[src/sv/msup_pkg.sv]
// Shared types, codes and helpers for the motor drive mode supervisor.
`timescale 1ns / 1ps
package msup_pkg;

	// Leaf and composite state codes of the fixed tree
	localparam logic [3:0] ST_ROOT  = 4'd0;
	localparam logic [3:0] ST_IDLE  = 4'd1;
	localparam logic [3:0] ST_RUN   = 4'd2;
	localparam logic [3:0] ST_DUTY  = 4'd3;
	localparam logic [3:0] ST_VV    = 4'd4;
	localparam logic [3:0] ST_VF    = 4'd5;
	localparam logic [3:0] ST_CV    = 4'd6;
	localparam logic [3:0] ST_IF    = 4'd7;
	localparam logic [3:0] ST_IFFOC = 4'd8;
	localparam logic [3:0] ST_TRIP  = 4'd9;
	localparam logic [3:0] ST_LIMIT = 4'd10;

	// Event opcodes
	localparam logic [2:0] OP_TRANS  = 3'd0;
	localparam logic [2:0] OP_FAULT  = 3'd1;
	localparam logic [2:0] OP_SPEED  = 3'd2;
	localparam logic [2:0] OP_VECTOR = 3'd3;

	// Control modes
	localparam logic [2:0] MODE_SAFE  = 3'd0;
	localparam logic [2:0] MODE_DUTY  = 3'd1;
	localparam logic [2:0] MODE_VF    = 3'd2;
	localparam logic [2:0] MODE_IF    = 3'd3;
	localparam logic [2:0] MODE_IFFOC = 3'd4;

	// FOC stage write codes
	localparam logic [1:0] STG_NONE   = 2'd0;
	localparam logic [1:0] STG_IDLE   = 2'd1;
	localparam logic [1:0] STG_RESYNC = 2'd2;

	// Reset pulse bits
	localparam logic [8:0] RP_CC  = 9'h001;
	localparam logic [8:0] RP_SC  = 9'h002;
	localparam logic [8:0] RP_OB  = 9'h004;
	localparam logic [8:0] RP_IFG = 9'h008;
	localparam logic [8:0] RP_CVG = 9'h010;
	localparam logic [8:0] RP_VFG = 9'h020;
	localparam logic [8:0] RP_VVG = 9'h040;
	localparam logic [8:0] RP_ACT = 9'h080;
	localparam logic [8:0] RP_EST = 9'h100;
	localparam logic [8:0] RP_FOC = RP_CC | RP_SC | RP_OB | RP_IFG | RP_ACT | RP_EST;

	// Configuration register indexes and reset value
	localparam logic       REG_SPEED_FLOOR   = 1'b0;
	localparam logic [15:0] SPEED_FLOOR_RST  = 16'd1024;

	// One input event
	typedef struct packed {
		logic [2:0]  op;
		logic [3:0]  target_state;
		logic [1:0]  field_mask;
		logic [15:0] value_a;
		logic [15:0] value_b;
		logic        sensored_handover;
	} ev_t;

	// Architectural state carried from event to event
	typedef struct packed {
		logic [3:0]  leaf;
		logic        pwm;
		logic [2:0]  mode;
		logic [15:0] spd;
		logic [15:0] cnt;
	} arch_t;

	// One result beat
	typedef struct packed {
		logic [3:0]  state_now;
		logic [2:0]  control_mode;
		logic        pwm_on;
		logic [15:0] speed_demand;
		logic [1:0]  stage_write;
		logic [8:0]  reset_pulses;
		logic [3:0]  vector_write;
		logic [15:0] vector_magnitude;
		logic [15:0] vector_angle;
		logic        consumed;
		logic [15:0] unhandled_total;
	} res_t;

	// Working copy of the outputs touched by exit and entry actions
	typedef struct packed {
		logic        pwm;
		logic [2:0]  mode;
		logic [15:0] spd;
		logic [8:0]  pulses;
		logic [1:0]  stg;
	} work_t;

	function automatic logic [3:0] parent_of(input logic [3:0] s);
		logic [3:0] p;
		p = ST_ROOT;
		if (s >= ST_DUTY && s <= ST_IFFOC) p = ST_RUN;
		return p;
	endfunction

endpackage

[src/sv/msup_cfg.sv]
// APB-style register port holding the sensorless speed floor.
`timescale 1ns / 1ps
module msup_cfg
	import msup_pkg::*;
(
	input  logic        clk,
	input  logic        arst_n,
	input  logic        psel,
	input  logic        penable,
	input  logic        pwrite,
	input  logic [2:0]  paddr,
	input  logic [31:0] pwdata,
	output logic [31:0] prdata,
	output logic        pready,
	output logic [15:0] speed_floor
);

	logic [15:0] speed_floor_q;
	logic        hit;

	assign hit    = (paddr[2] == REG_SPEED_FLOOR);
	assign pready = 1'b1;

	always_ff @(posedge clk or negedge arst_n) begin
		if (!arst_n) begin
			speed_floor_q <= SPEED_FLOOR_RST;
		end else if (psel && penable && pwrite && pready && hit) begin
			speed_floor_q <= pwdata[15:0];
		end
	end

	always_comb begin
		prdata = '0;
		if (hit) prdata = {16'd0, speed_floor_q};
	end

	assign speed_floor = speed_floor_q;

endmodule

[src/sv/msup_step.sv]
// Event handler: bubbling, exit/entry chain and result forming for one event.
`timescale 1ns / 1ps
module msup_step
	import msup_pkg::*;
(
	input  ev_t         ev,
	input  arch_t       cur,
	input  logic [15:0] speed_floor,
	output arch_t       nxt,
	output res_t        res
);

	function automatic work_t do_exit(input logic [3:0] s, input work_t w_in);
		work_t w;
		w = w_in;
		if (s == ST_IFFOC) begin
			w.pwm    = 1'b0;
			w.mode   = MODE_SAFE;
			w.pulses = w.pulses | RP_FOC;
			w.stg    = STG_IDLE;
		end else if (s == ST_RUN) begin
			w.pwm  = 1'b0;
			w.mode = MODE_SAFE;
		end
		return w;
	endfunction

	function automatic work_t do_entry(input logic [3:0] s, input work_t w_in);
		work_t w;
		w = w_in;
		case (s)
			ST_DUTY: begin
				w.pulses = w.pulses | RP_ACT;
				w.pwm    = 1'b1;
				w.mode   = MODE_DUTY;
			end
			ST_VV, ST_VF: begin
				w.pulses = w.pulses | ((s == ST_VV) ? RP_VVG : RP_VFG) | RP_ACT;
				w.spd    = '0;
				w.pwm    = 1'b1;
				w.mode   = MODE_VF;
			end
			ST_CV, ST_IF: begin
				w.pulses = w.pulses | ((s == ST_CV) ? RP_CVG : RP_IFG) | RP_CC | RP_OB | RP_ACT;
				w.spd    = '0;
				w.pwm    = 1'b1;
				w.mode   = MODE_IF;
			end
			ST_IFFOC: begin
				w.pwm    = 1'b0;
				w.pulses = w.pulses | RP_FOC;
				w.stg    = STG_IDLE;
				w.spd    = '0;
				w.mode   = MODE_SAFE;
			end
			ST_TRIP: begin
				w.pwm  = 1'b0;
				w.mode = MODE_SAFE;
			end
			default: begin
				w.mode = MODE_SAFE;
			end
		endcase
		return w;
	endfunction

	work_t       w;
	logic [3:0]  leaf;
	logic [3:0]  tgt;
	logic [3:0]  lca;
	logic        consumed;
	logic        do_trans;
	logic [3:0]  vwr;
	logic [15:0] vmag;
	logic [15:0] vang;
	logic [16:0] mag;
	logic        run;

	always_comb begin
		w.pwm    = cur.pwm;
		w.mode   = cur.mode;
		w.spd    = cur.spd;
		w.pulses = '0;
		w.stg    = STG_NONE;
		leaf     = cur.leaf;
		consumed = 1'b0;
		do_trans = 1'b0;
		vwr      = '0;
		vmag     = '0;
		vang     = '0;
		tgt      = (ev.op == OP_FAULT) ? ST_TRIP : ev.target_state;
		lca      = ST_ROOT;
		mag      = ev.value_a[15] ? (17'h10000 - {1'b0, ev.value_a}) : {1'b0, ev.value_a};
		run      = (mag >= {1'b0, speed_floor});

		if (ev.op == OP_VECTOR && (cur.leaf == ST_VV || cur.leaf == ST_CV)) begin
			consumed = 1'b1;
			if (ev.field_mask[0]) begin
				vmag = ev.value_a;
				if (cur.leaf == ST_VV) vwr[0] = 1'b1;
				else vwr[2] = 1'b1;
			end
			if (ev.field_mask[1]) begin
				vang = ev.value_b;
				if (cur.leaf == ST_VV) vwr[1] = 1'b1;
				else vwr[3] = 1'b1;
			end
		end else if (ev.op == OP_SPEED && (cur.leaf == ST_VF || cur.leaf == ST_IF)) begin
			consumed = 1'b1;
			if (ev.field_mask[0]) w.spd = ev.value_a;
		end else if (ev.op == OP_SPEED && cur.leaf == ST_IFFOC) begin
			consumed = 1'b1;
			if (ev.field_mask[0]) begin
				w.spd = ev.value_a;
				if (!ev.sensored_handover) begin
					if (run && !cur.pwm) begin
						w.pulses = w.pulses | RP_FOC;
						w.stg    = STG_RESYNC;
						w.pwm    = 1'b1;
						w.mode   = MODE_IFFOC;
					end else if (!run && cur.pwm) begin
						w.pwm    = 1'b0;
						w.mode   = MODE_SAFE;
						w.pulses = w.pulses | RP_FOC;
						w.stg    = STG_IDLE;
					end
				end
			end
		end else if (ev.op == OP_TRANS || ev.op == OP_FAULT) begin
			consumed = 1'b1;
			do_trans = !(tgt >= ST_LIMIT || tgt == ST_ROOT || tgt == ST_RUN) && (tgt != cur.leaf);
		end

		// Exit up to the common ancestor, then enter down to the target
		if (do_trans) begin
			lca = (parent_of(cur.leaf) == parent_of(tgt)) ? parent_of(cur.leaf) : ST_ROOT;
			w = do_exit(cur.leaf, w);
			if (parent_of(cur.leaf) != lca) w = do_exit(parent_of(cur.leaf), w);
			if (parent_of(tgt) != lca) w = do_entry(parent_of(tgt), w);
			w    = do_entry(tgt, w);
			leaf = tgt;
		end

		nxt.leaf = leaf;
		nxt.pwm  = w.pwm;
		nxt.mode = w.mode;
		nxt.spd  = w.spd;
		nxt.cnt  = consumed ? cur.cnt : cur.cnt + 16'd1;

		res.state_now        = leaf;
		res.control_mode     = w.mode;
		res.pwm_on           = w.pwm;
		res.speed_demand     = w.spd;
		res.stage_write      = w.stg;
		res.reset_pulses     = w.pulses;
		res.vector_write     = vwr;
		res.vector_magnitude = vmag;
		res.vector_angle     = vang;
		res.consumed         = consumed;
		res.unhandled_total  = nxt.cnt;
	end

endmodule

[src/sv/motor_drive_mode_supervisor.sv]
// Top level of the motor drive mode supervisor: event register, handler, result register.
// Path of an input beat: event register, then result register, then the output port.
// Throughput: one event per cycle while the output is not stalled; the handler closes the
//   exit/entry chain in one pass between the registers and commits the state at that edge.
// Reset (arst_n low, asynchronous): leaf idle, PWM off, safe mode, speed command 0,
//   unhandled count 0, speed floor 1024; both stages empty.
`timescale 1ns / 1ps
module motor_drive_mode_supervisor
	import msup_pkg::*;
(
	input  logic               clk,
	input  logic               arst_n,
	// APB-style configuration port
	input  logic               psel,
	input  logic               penable,
	input  logic               pwrite,
	input  logic [2:0]         paddr,
	input  logic [31:0]        pwdata,
	output logic [31:0]        prdata,
	output logic               pready,
	// Event input channel
	input  logic               in_valid,
	output logic               in_stall,
	input  logic [2:0]         op,
	input  logic [3:0]         target_state,
	input  logic [1:0]         field_mask,
	input  logic signed [15:0] value_a,
	input  logic [15:0]        value_b,
	input  logic               sensored_handover,
	// Result output channel
	output logic               out_valid,
	input  logic               out_stall,
	output logic [3:0]         state_now,
	output logic [2:0]         control_mode,
	output logic               pwm_on,
	output logic signed [15:0] speed_demand,
	output logic [1:0]         stage_write,
	output logic [8:0]         reset_pulses,
	output logic [3:0]         vector_write,
	output logic signed [15:0] vector_magnitude,
	output logic [15:0]        vector_angle,
	output logic               consumed,
	output logic [15:0]        unhandled_total
);

	logic [15:0] speed_floor;

	// Event register (stage 1), result register (stage 2), committed state
	logic  valid_s1;
	ev_t   ev_s1;
	logic  valid_s2;
	res_t  res_s2;
	arch_t arch_q;

	arch_t arch_nxt;
	res_t  res_nxt;
	logic  in_beat;
	logic  adv;

	msup_cfg u_cfg (
		.clk         (clk),
		.arst_n      (arst_n),
		.psel        (psel),
		.penable     (penable),
		.pwrite      (pwrite),
		.paddr       (paddr),
		.pwdata      (pwdata),
		.prdata      (prdata),
		.pready      (pready),
		.speed_floor (speed_floor)
	);

	msup_step u_step (
		.ev          (ev_s1),
		.cur         (arch_q),
		.speed_floor (speed_floor),
		.nxt         (arch_nxt),
		.res         (res_nxt)
	);

	// Advance the held event into the result register whenever that register is free
	// or is being drained this cycle; the state commits at the same edge so the next
	// event in stage 1 sees it.
	assign adv      = valid_s1 && (!valid_s2 || !out_stall);
	assign in_stall = valid_s1 && !adv;
	assign in_beat  = in_valid && !in_stall;

	always_ff @(posedge clk or negedge arst_n) begin
		if (!arst_n) begin
			valid_s1 <= 1'b0;
		end else if (in_beat) begin
			valid_s1 <= 1'b1;
		end else if (adv) begin
			valid_s1 <= 1'b0;
		end
	end

	always_ff @(posedge clk) begin
		if (in_beat) begin
			ev_s1.op                <= op;
			ev_s1.target_state      <= target_state;
			ev_s1.field_mask        <= field_mask;
			ev_s1.value_a           <= value_a;
			ev_s1.value_b           <= value_b;
			ev_s1.sensored_handover <= sensored_handover;
		end
	end

	always_ff @(posedge clk or negedge arst_n) begin
		if (!arst_n) begin
			valid_s2 <= 1'b0;
		end else if (adv) begin
			valid_s2 <= 1'b1;
		end else if (!out_stall) begin
			valid_s2 <= 1'b0;
		end
	end

	always_ff @(posedge clk) begin
		if (adv) res_s2 <= res_nxt;
	end

	always_ff @(posedge clk or negedge arst_n) begin
		if (!arst_n) begin
			arch_q.leaf <= ST_IDLE;
			arch_q.pwm  <= 1'b0;
			arch_q.mode <= MODE_SAFE;
			arch_q.spd  <= '0;
			arch_q.cnt  <= '0;
		end else if (adv) begin
			arch_q <= arch_nxt;
		end
	end

	// Drive the result beat
	assign out_valid        = valid_s2;
	assign state_now        = res_s2.state_now;
	assign control_mode     = res_s2.control_mode;
	assign pwm_on           = res_s2.pwm_on;
	assign speed_demand     = res_s2.speed_demand;
	assign stage_write      = res_s2.stage_write;
	assign reset_pulses     = res_s2.reset_pulses;
	assign vector_write     = res_s2.vector_write;
	assign vector_magnitude = res_s2.vector_magnitude;
	assign vector_angle     = res_s2.vector_angle;
	assign consumed         = res_s2.consumed;
	assign unhandled_total  = res_s2.unhandled_total;

	// PWM enable and a non-safe mode always go together
	a_pwm_mode: assert property (@(posedge clk) disable iff (!arst_n)
		out_valid |-> (pwm_on == (control_mode != MODE_SAFE)))
		else $error("pwm_on and control_mode disagree");

	// A resync write only comes with the sensorless run starting
	a_resync: assert property (@(posedge clk) disable iff (!arst_n)
		(out_valid && stage_write == STG_RESYNC) |-> (pwm_on && control_mode == MODE_IFFOC))
		else $error("resync without sensorless start");

	// An unclaimed event causes no side effect
	a_unclaimed: assert property (@(posedge clk) disable iff (!arst_n)
		(out_valid && !consumed) |->
			(vector_write == 4'd0 && reset_pulses == 9'd0 && stage_write == STG_NONE))
		else $error("side effect on unconsumed event");

	// Voltage and current vector writes never mix in one event
	a_vec_side: assert property (@(posedge clk) disable iff (!arst_n)
		(out_valid && vector_write[1:0] != 2'd0) |-> (vector_write[3:2] == 2'd0))
		else $error("voltage and current vector written together");

endmodule

[config.mk]
export PLATFORM = sky130hd
export DESIGN_NAME = motor_drive_mode_supervisor
export DESIGN_NICKNAME = d
export VERILOG_FILES = /design/src/sv/msup_pkg.sv /design/src/sv/msup_cfg.sv /design/src/sv/msup_step.sv /design/src/sv/motor_drive_mode_supervisor.sv
export SDC_FILE = /design/constraint.sdc
export NUM_CORES = 1
export LEC_CHECK = 0
export BUFFER_PORTS_ARGS = -buffer_cell sky130_fd_sc_hd__buf_4
export CAP_MARGIN = 20
export CORE_MARGIN = 2
export CORE_UTILIZATION = 48
export CTS_CLUSTER_SIZE = 25
export DETAILED_ROUTE_END_ITERATION = 6
export PLACE_DENSITY = 0.82
export SLEW_MARGIN = 25
export SYNTH_ARGS = -nofsm -noshare
export SYNTH_HDL_FRONTEND = slang
export SYNTH_SLANG_ARGS = --single-unit
[constraint.sdc]
create_clock -name clk -period 4.2 [get_ports clk]
set_input_delay 0.21 -clock clk [delete_from_list [all_inputs] [get_ports clk]]
set_output_delay 0.21 -clock clk [all_outputs]
set_load 0.05 [all_outputs]
### Word level (Yosys, flattened, before mapping)

Index checks and enable logic that the tools add are counted.

* bits in registers: 188
* logic and storage cells: 178

* $lt $le $gt $ge: 6
* equality and inequality tests: 31
* mux-type cells: 66
* bitwise logic cells: 5
* $add $sub $neg: 2
* reductions and logical operators: 42

Operators with widths (number)
* 31-bit 2-to-1 mux: 8
* 16-bit 2-to-1 mux: 6
* 9-bit one-hot mux with 4 select lines: 2
* 4-bit 2-to-1 mux: 17
* 11-bit 2-to-1 mux: 6
* 4-bit by 3-bit == test with 1-bit output, second input constant: 12
* 9-bit OR: 4
* 4-bit == test, second input constant: 6
* 4-bit by 2-bit == test with 1-bit output, second input constant: 5
* 5-bit OR reduction: 4
* 17-bit by 16-bit greater-or-equal comparator with 1-bit output: 1
* 17-bit 2-to-1 mux: 1
* 17-bit by 16-bit subtractor with 17-bit output, first input constant: 1
* 16-bit by 1-bit adder with 16-bit output, second input constant: 1
* 1-bit logical AND: 14
* 1-bit 2-to-1 mux: 14
* 7-bit 2-to-1 mux: 2
* 4-bit inequality test: 3
* 2-bit one-hot mux with 3 select lines: 2
* 2-bit OR reduction: 6
* 5-bit 2-to-1 mux: 2
* 4-bit by 2-bit greater-or-equal comparator with 1-bit output, second input constant: 2
* 4-bit <= comparator, second input constant: 2
* 2-bit 2-to-1 mux: 4
* other kinds (13): 27

### Longest topological paths before layout

Gate-level depths: netlist of the first run.

* depth after elaboration: 29
* depth in mapped cells: 16
* depth with buffers taken out: 16

### Modules after synthesis

A second synthesis of the first run with hierarchy kept.

* cell total of the unflattened synthesis: 669
* area, all modules: 8847.2 sq um

Modules (own cells, without submodules)
* motor_drive_mode_supervisor: area each 5499.0 sq um, sequential area each 4956.0 sq um, times used 1, cells each 222
* msup_step: area each 2447.3 sq um, sequential area each 0.0 sq um, times used 1, cells each 377
* msup_cfg: area each 900.9 sq um, sequential area each 401.6 sq um, times used 1, cells each 70

### Worst setup path before layout of the first run

OpenSTA, ideal clock, no wires.

* path kind: register to register
* start point: register valid_s2 (netlist: out_valid)
* end point: register arch_q[10] in the netlist's numbering
* stages on the path, launching flop included: 7
* arrival: 4083 ps
* clock period less this slack: 4215 ps
* path buffers: 1
* slack: -15 ps
* cells stage by stage: dfrtp_1 > nand2_1 > nand2_1 > inv_1 > clkbuf_1 > nand4_1 > xnor2_1

* cells in the longest elaborated chain, start to end: 3

Ends and longest elaborated chain
* start, declared: RTL line motor_drive_mode_supervisor.sv:51 `logic valid_s2;`
* start signal, assigned: RTL line motor_drive_mode_supervisor.sv:111 `valid_s2 <= 1'b0;`
* start signal, assigned: RTL line motor_drive_mode_supervisor.sv:113 `valid_s2 <= 1'b1;`
* start signal, assigned: RTL line motor_drive_mode_supervisor.sv:115 `valid_s2 <= 1'b0;`
* 1-bit logical NOT: RTL line motor_drive_mode_supervisor.sv:84 `assign adv = valid_s1 && (!valid_s2 || !out_stall);`
* 1-bit logical OR: RTL line motor_drive_mode_supervisor.sv:84
* 1-bit logical AND: RTL line motor_drive_mode_supervisor.sv:84
* named net adv: RTL line motor_drive_mode_supervisor.sv:58 `logic adv;`
* end signal, assigned: RTL line motor_drive_mode_supervisor.sv:131 `arch_q <= arch_nxt;`
* end, declared: RTL line motor_drive_mode_supervisor.sv:53 `arch_t arch_q;`

The timed path passes the listed nets, and every way through them passes these cells.
A chain may end at the register's enable or synchronous reset.

==> results of run 1 <==
-- routing by layer --
metal | GRT usage, % | wire (µm)
met1 | 27.3 | 7950
met2 | 33.9 | 9280
met3 | 4.77 | 1170
met4 | 6.94 | 328
met5 | 0 | 0
-- timing repair --
item / CTS / global route
resized for setup: 0 / 3
setup endpoints to repair: 0 / 6
hold buffers: 51 / 0
buffers inserted: 0 / 9
hold endpoints to repair: 106 / 0
-- worst register-to-register path: cells and delay by family, from the launching register on --
kind	cells	cell delay, ns
AOI/OAI and AO/OA	5	1.17
and+or+nand+nor	5	0.95
adders and majority gates	3	0.63
DFF	1	0.49
buffers and inverters	2	0.29
xor gates and xnor gates	1	0.19
-- how the worst min path moves through the flow --
| stage | start | to | slack [ns] | cells after the start |
|---|---|---|---|---|
| 2_1_floorplan | arst_n | arch_q[0] | -0.09 | 0 |
| 3_3_place_gp | arst_n | arch_q[32] | 0.34 | 1 |
| 3_5_place_dp | arst_n | arch_q[32] | 0.35 | 1 |
| 4_1_cts | pwdata[0] | u_cfg.speed_floor[0] | 0.001 | 2 |
| 5_1_grt | pwdata[13] | u_cfg.speed_floor[13] | 0.005 | 2 |
| 6_report | pwdata[11] | u_cfg.speed_floor[11] | 0.01 | 2 |
-- power breakdown --
part	internal [W]	leakage [nW]	switching (W)
Clock	0.00108	0.318	0.000684
Sequential	0.00227	1.99	0.000223
Combinational	0.000543	2.49	0.000941
-- cell usage in the layout, fill, tap and decap left out, types with 27 or more instances in the layout --
cell	instances
edfxtp_1	128
and3_1	40
nor2_1	35
nand2_1	64
buf_4	189
a21oi_1	27
dlygate4sd3_1	51
dfrtp_1	56
inv_1	28
xnor2_1	34
-- state kept, by name (all words and copies together) (netlist names) --
name and count:
ev_s1 42, u_cfg.speed_floor 16, stage_write 2, control_mode 3, consumed 1, arch_q 40, pwm_on 1, unhandled_total 16
vector_magnitude 16, state_now 4, out_valid 1, reset_pulses 7, vector_write 4, vector_angle 16, speed_demand 16, valid_s1 1
-- area by class of cell --
cell class | instances | area [µm²]
clock buffers | 20 | 447
repair buffers | 240 | 1930
clock inverters | 12 | 209
fillers | 1238 | 6170
well taps | 225 | 282
flip-flops and latches | 186 | 5300
inverters | 29 | 111
multi-input cells | 417 | 2790
-- cell families after synthesis --
kind of cell / after synthesis / synth area share, %
and+or+nand+nor: 216 / 13.8
DFF: 186 / 63.0
AOI/OAI and AO/OA: 98 / 7.81
buffers and inverters: 83 / 4.87
xor gates and xnor gates: 46 / 4.79
adders and majority gates: 21 / 3.12
muxes: 19 / 2.54
other: 2 / 0.0893
-- metrics by stage --
stage	total power (W)	cells	setup TNS [ns]
after floorplan	0.00355	686	0
after global placement	0.00390	1037	0
after detailed placement	0.00394	1037	0
after CTS	0.00575	1120	0
after global routing	0.00601	1129	-0.0809
final	0.00574	1129	0
==> metrics.txt, run 1 <==
Yosys top cell area share=45.7%; layout cell share with drive strength beyond 1=28.7%; YS warnings=0; router iterations before antenna repair=4; R2R cell count=16; clock buffer depth=2; worst skew pair latency=0.43 ns; first-pass GRT wire length=29.4 mm; CTS tree=built; die height=136 µm; crit-path cells=inv_1 -> ha_1 -> nand3b_1 -> or3_1 -> o31ai_1 -> xnor2_1 -> ha_1 -> nand4_1 -> nor4_1 -> a211oi_1 -> o2111ai_2 -> inv_1 -> ha_1 -> o21ai_0 -> and2_1 -> a21o_1; total congestion overflow=0; Worst IR Drop VDD=302 µV; Final Critical Period=3.96 ns; GRT Overall Usage=20.7%; IO Pins=207; CTS clock-pin slew for the worst setup and hold paths=0.07 ns; CTS Root Cell=clkbuf_16; pre-CTS setup slack=0.124 ns; crit path launch=ev_s1[17]; Setup crit end=control_mode[1]; Post-synth EDFFs=128; Reg-to-Reg End=control_mode[1]; Startpoint Class=flip-flop; max frequency=252 MHz; Final Core Density=64.2%; Max stage delay on crit path=0.49 ns; vias in the first global route=5,781; final setup skew=0.0112 ns; # port buffers=171; Crit Reg-Reg Startpoint=ev_s1[17]; crit path max-delay cell type=edfxtp_1; Most common cell on crit path=ha_1; ranking of synthesized cells by area=edfxtp_1 46%, dfrtp_1 17%, xnor2_1 3.5%; Final ANT Viol Nets=0; Async SR Flop Fraction=31.2%; Post-DP HPWL=12.1 mm; Tcrit/Tclk final=94.4%; Final Worst Setup Slack=0.236 ns; endpoints failing setup=0; count leader, synth=edfxtp_1; core area=0.0172 mm²; Leak=4.80 nW; cell family with most CP delay=compound AO/OA/AOI/OAI gates; critical path data required time=4.38 ns; wire per inst=16.6 µm; Post-DP Area=0.00981 mm²; Synth cell types=61; first-iteration detailed-routing DRC count=397; Crit Path Category=flip-flop to flip-flop; total stage count of the critical path=16; cells after synthesis=671; NumNets Final=996; top post-synthesis cells by count=128 x edfxtp_1, 64 x nand2_1, 56 x dfrtp_1; Worst-Margin Slew=0.864 ns; Die ar.=0.0186 mm²; pins over their slew limit=0; flop-to-flop setup slack=0.24 ns; CP arrival=4.15 ns; pin count of the biggest net entering global routing=59; Hold WC Path Type=input port to flip-flop; clk sinks=186; Site Rows=48; Hold WS=0.0108 ns; Yosys reg bits=186; Synth Flop Type=edfxtp_1; # DRC=0; ant diodes=0; Seq/Total Area, Yosys=63.0%; Max H-tree Level=4; Syn Area/Cell=12.5 µm²; Die W=136 µm; Worst setup EP type=flip-flop; Synth area leader=edfxtp_1; Final Cell Area=0.0111 mm²; final hold violations=0; PD cells=519 mW/mm²; post-synthesis cell area=0.00841 mm²; vias per cell=5.24; Routed WL=18.7 mm; max-cap violations=0; status=completed; vias=5,920; Buf/Inv on CP=2; Worst slew margin=42.1%; clock buffer count from CTS=17; Initial Utilization=48.8%; gpl congestion=0.854; initial antenna violation count=0; CP max FO=5; area grow syn2layout=31.6%
Power figures use the tool's default switching activity.
==> run 2: changes to the inputs <==
--- a/config.mk
+++ b/config.mk
@@ -6,11 +6,11 @@
 export NUM_CORES = 1
 export LEC_CHECK = 0
-export BUFFER_PORTS_ARGS = -buffer_cell sky130_fd_sc_hd__buf_4
 export CAP_MARGIN = 20
 export CORE_MARGIN = 2
-export CORE_UTILIZATION = 48
+export CORE_UTILIZATION = 57
 export CTS_CLUSTER_SIZE = 25
 export DETAILED_ROUTE_END_ITERATION = 6
-export PLACE_DENSITY = 0.82
+export DONT_BUFFER_PORTS = 1
+export PLACE_DENSITY = 0.81
 export SLEW_MARGIN = 25
 export SYNTH_ARGS = -nofsm -noshare
==> constraint.sdc (replaced) <==
create_clock -name clk -period 4.2 [get_ports clk]
set_input_delay 0.63 -clock clk [delete_from_list [all_inputs] [get_ports clk]]
set_output_delay 0.63 -clock clk [all_outputs]
set_load 0.05 [all_outputs]
==> metrics.txt, run 2 (synthesized netlist as in run 1, its figures left out) <==
Worst setup EP type=flip-flop; vias per cell=6.07; clock buffer count from CTS=17; final hold violations=0; GRT Overall Usage=22.4%; gpl congestion=0.902; biggest regs=ev_s1 (42), arch_q (40); sw frac=35.3%; Crit Reg-Reg Startpoint=ev_s1[21]; Hold WC Path Type=input port to asynchronous set/reset pin; Net Switching=0.00190 W; pins over their slew limit=0; flop-to-flop setup slack=0.18 ns; IO Pins=207; Biggest register=ev_s1; # DRC=0; commonest non-fill, non-tap cell in the layout=edfxtp_1; combinational share of power=16.6%; # port buffers=0; final setup skew=0.0102 ns; first-iteration detailed-routing DRC count=487; Final ANT Viol Nets=0; ant diodes=0; vias=5,280; Reg-to-Reg End=control_mode[1]; Final Critical Period=4.02 ns; PD cells=582 mW/mm²; first-pass GRT wire length=27.5 mm; Final Cell Area=0.00923 mm²; Largest register FFs=42; Crit Path Category=flip-flop to flip-flop; Leak=3.76 nW; commonest non-fill, non-tap cells in the layout=128 x edfxtp_1, 64 x nand2_1, 56 x dfrtp_1; Power Internal=0.00347 W; CP max FO=4; Site Rows=44; total congestion overflow=0; initial antenna violation count=0; R2R cell count=15; Die ar.=0.0157 mm²; pin count of the biggest net entering global routing=75; CTS clock-pin slew for the worst setup and hold paths=0.07 ns; Setup Total Neg Slack=0 ns; Post-DP HPWL=11.8 mm; Tcrit/Tclk final=95.8%; max-cap violations=0; worst skew pair latency=0.43 ns; max frequency=248 MHz; Die W=125 µm; status=completed; wire per inst=20.3 µm; CTS Root Cell=clkbuf_16; Worst-Margin Slew=0.941 ns; endpoints failing setup=0; Post-DP Area=0.00846 mm²; Worst IR Drop VDD=445 µV; critical path data required time=4.39 ns; Initial Utilization=58.1%; core area=0.0145 mm²; CP arrival=4.21 ns; layout cell share with drive strength beyond 1=14.3%; vias in the first global route=5,327; die height=125 µm; part of the power in registers=53.4%; router iterations before antenna repair=5; clock share of power=30.0%; NumNets Final=778; area grow syn2layout=9.78%; Routed WL=17.7 mm; Final Total Pwr=0.00537 W; Worst slew margin=37.3%; clk sinks=186; CTS tree=built; Startpoint Class=flip-flop; Max H-tree Level=4; clock buffer depth=2
## run 2: worst max-delay path by stage
stage	from	end	slack [ns]
finish	ev_s1[21]	control_mode[1]	0.18
global route	ev_s1[21]	control_mode[0]	-0.04
global placement	ev_s1[21]	control_mode[1]	0.26
CTS	ev_s1[21]	control_mode[1]	0.08
detailed placement	ev_s1[21]	control_mode[1]	0.003
floorplan	ev_s1[19]	control_mode[0]	0.64
## run 2: power groups by stage
stage / registers (W) / logic [W] / clock network, W
detailed placement: 0.00291 / 0.000841 / 0
global route: 0.00290 / 0.000983 / 0.00171
finish: 0.00287 / 0.000889 / 0.00161
floorplan: 0.00276 / 0.000791 / 0
CTS: 0.00287 / 0.000864 / 0.00164
global placement: 0.00288 / 0.000794 / 0
## run 2: worst max-delay path, cell delays in order, from the launching register on
cell and delay [ns]:
edfxtp_1 0.40, nor3_2 0.26, nand3_1 0.17, or4_4 0.49, o41ai_2 0.27, xnor2_1 0.12, ha_1 0.30, nand4_1 0.19
nor4_2 0.39, a211oi_2 0.14, o2111ai_2 0.17, buf_4 0.18, ha_1 0.15, o21ai_0 0.13, and2_1 0.24, a21o_1 0.18
## run 2: layout make-up
class                           count  area (µm²)
Inverter                           29         111
Timing Repair Buffer               22         185
Tap cell                          184         230
Sequential cell                   186        5300
Clock buffer                       17         425
Clock inverter                     15         173
Fill cell                        1050        5250
Multi-Input combinational cell    417        2810
## run 2: repair_timing
action,4_1_cts,5_1_grt
buffers inserted,0,14
resized for setup,2,6
hold endpoints to repair,56,0
hold buffers,1,0
pin swaps,0,1
endpoints found under the setup margin,3,5
## run 2: through the flow
step | setup slack (ns) | utilization [%] | std cells | hold WS [ns]
6_report | 0.175 | 63.7 | 870 | 0.0300
5_1_grt | -0.0421 | 63.7 | 870 | 0.00942
3_5_place_dp | 0.00252 | 58.4 | 823 | 0.336
2_1_floorplan | 0.641 | - | 686 | 0.334
4_1_cts | 0.0770 | 62.8 | 856 | 0.0128
3_3_place_gp | 0.263 | 58.4 | 823 | 0.336
## run 2: layer usage
| metal | vias up | track usage, % | part of all wire, % |
|---|---|---|---|
| met2 | 256 | 38.4 | 51 |
| met1 | 2587 | 26.8 | 39 |
| met3 | 44 | 6.12 | 7.3 |
| met4 | 0 | 9.41 | 2.8 |
| li1 | 2393 | - | - |
| met5 | - | 0 | 0 |
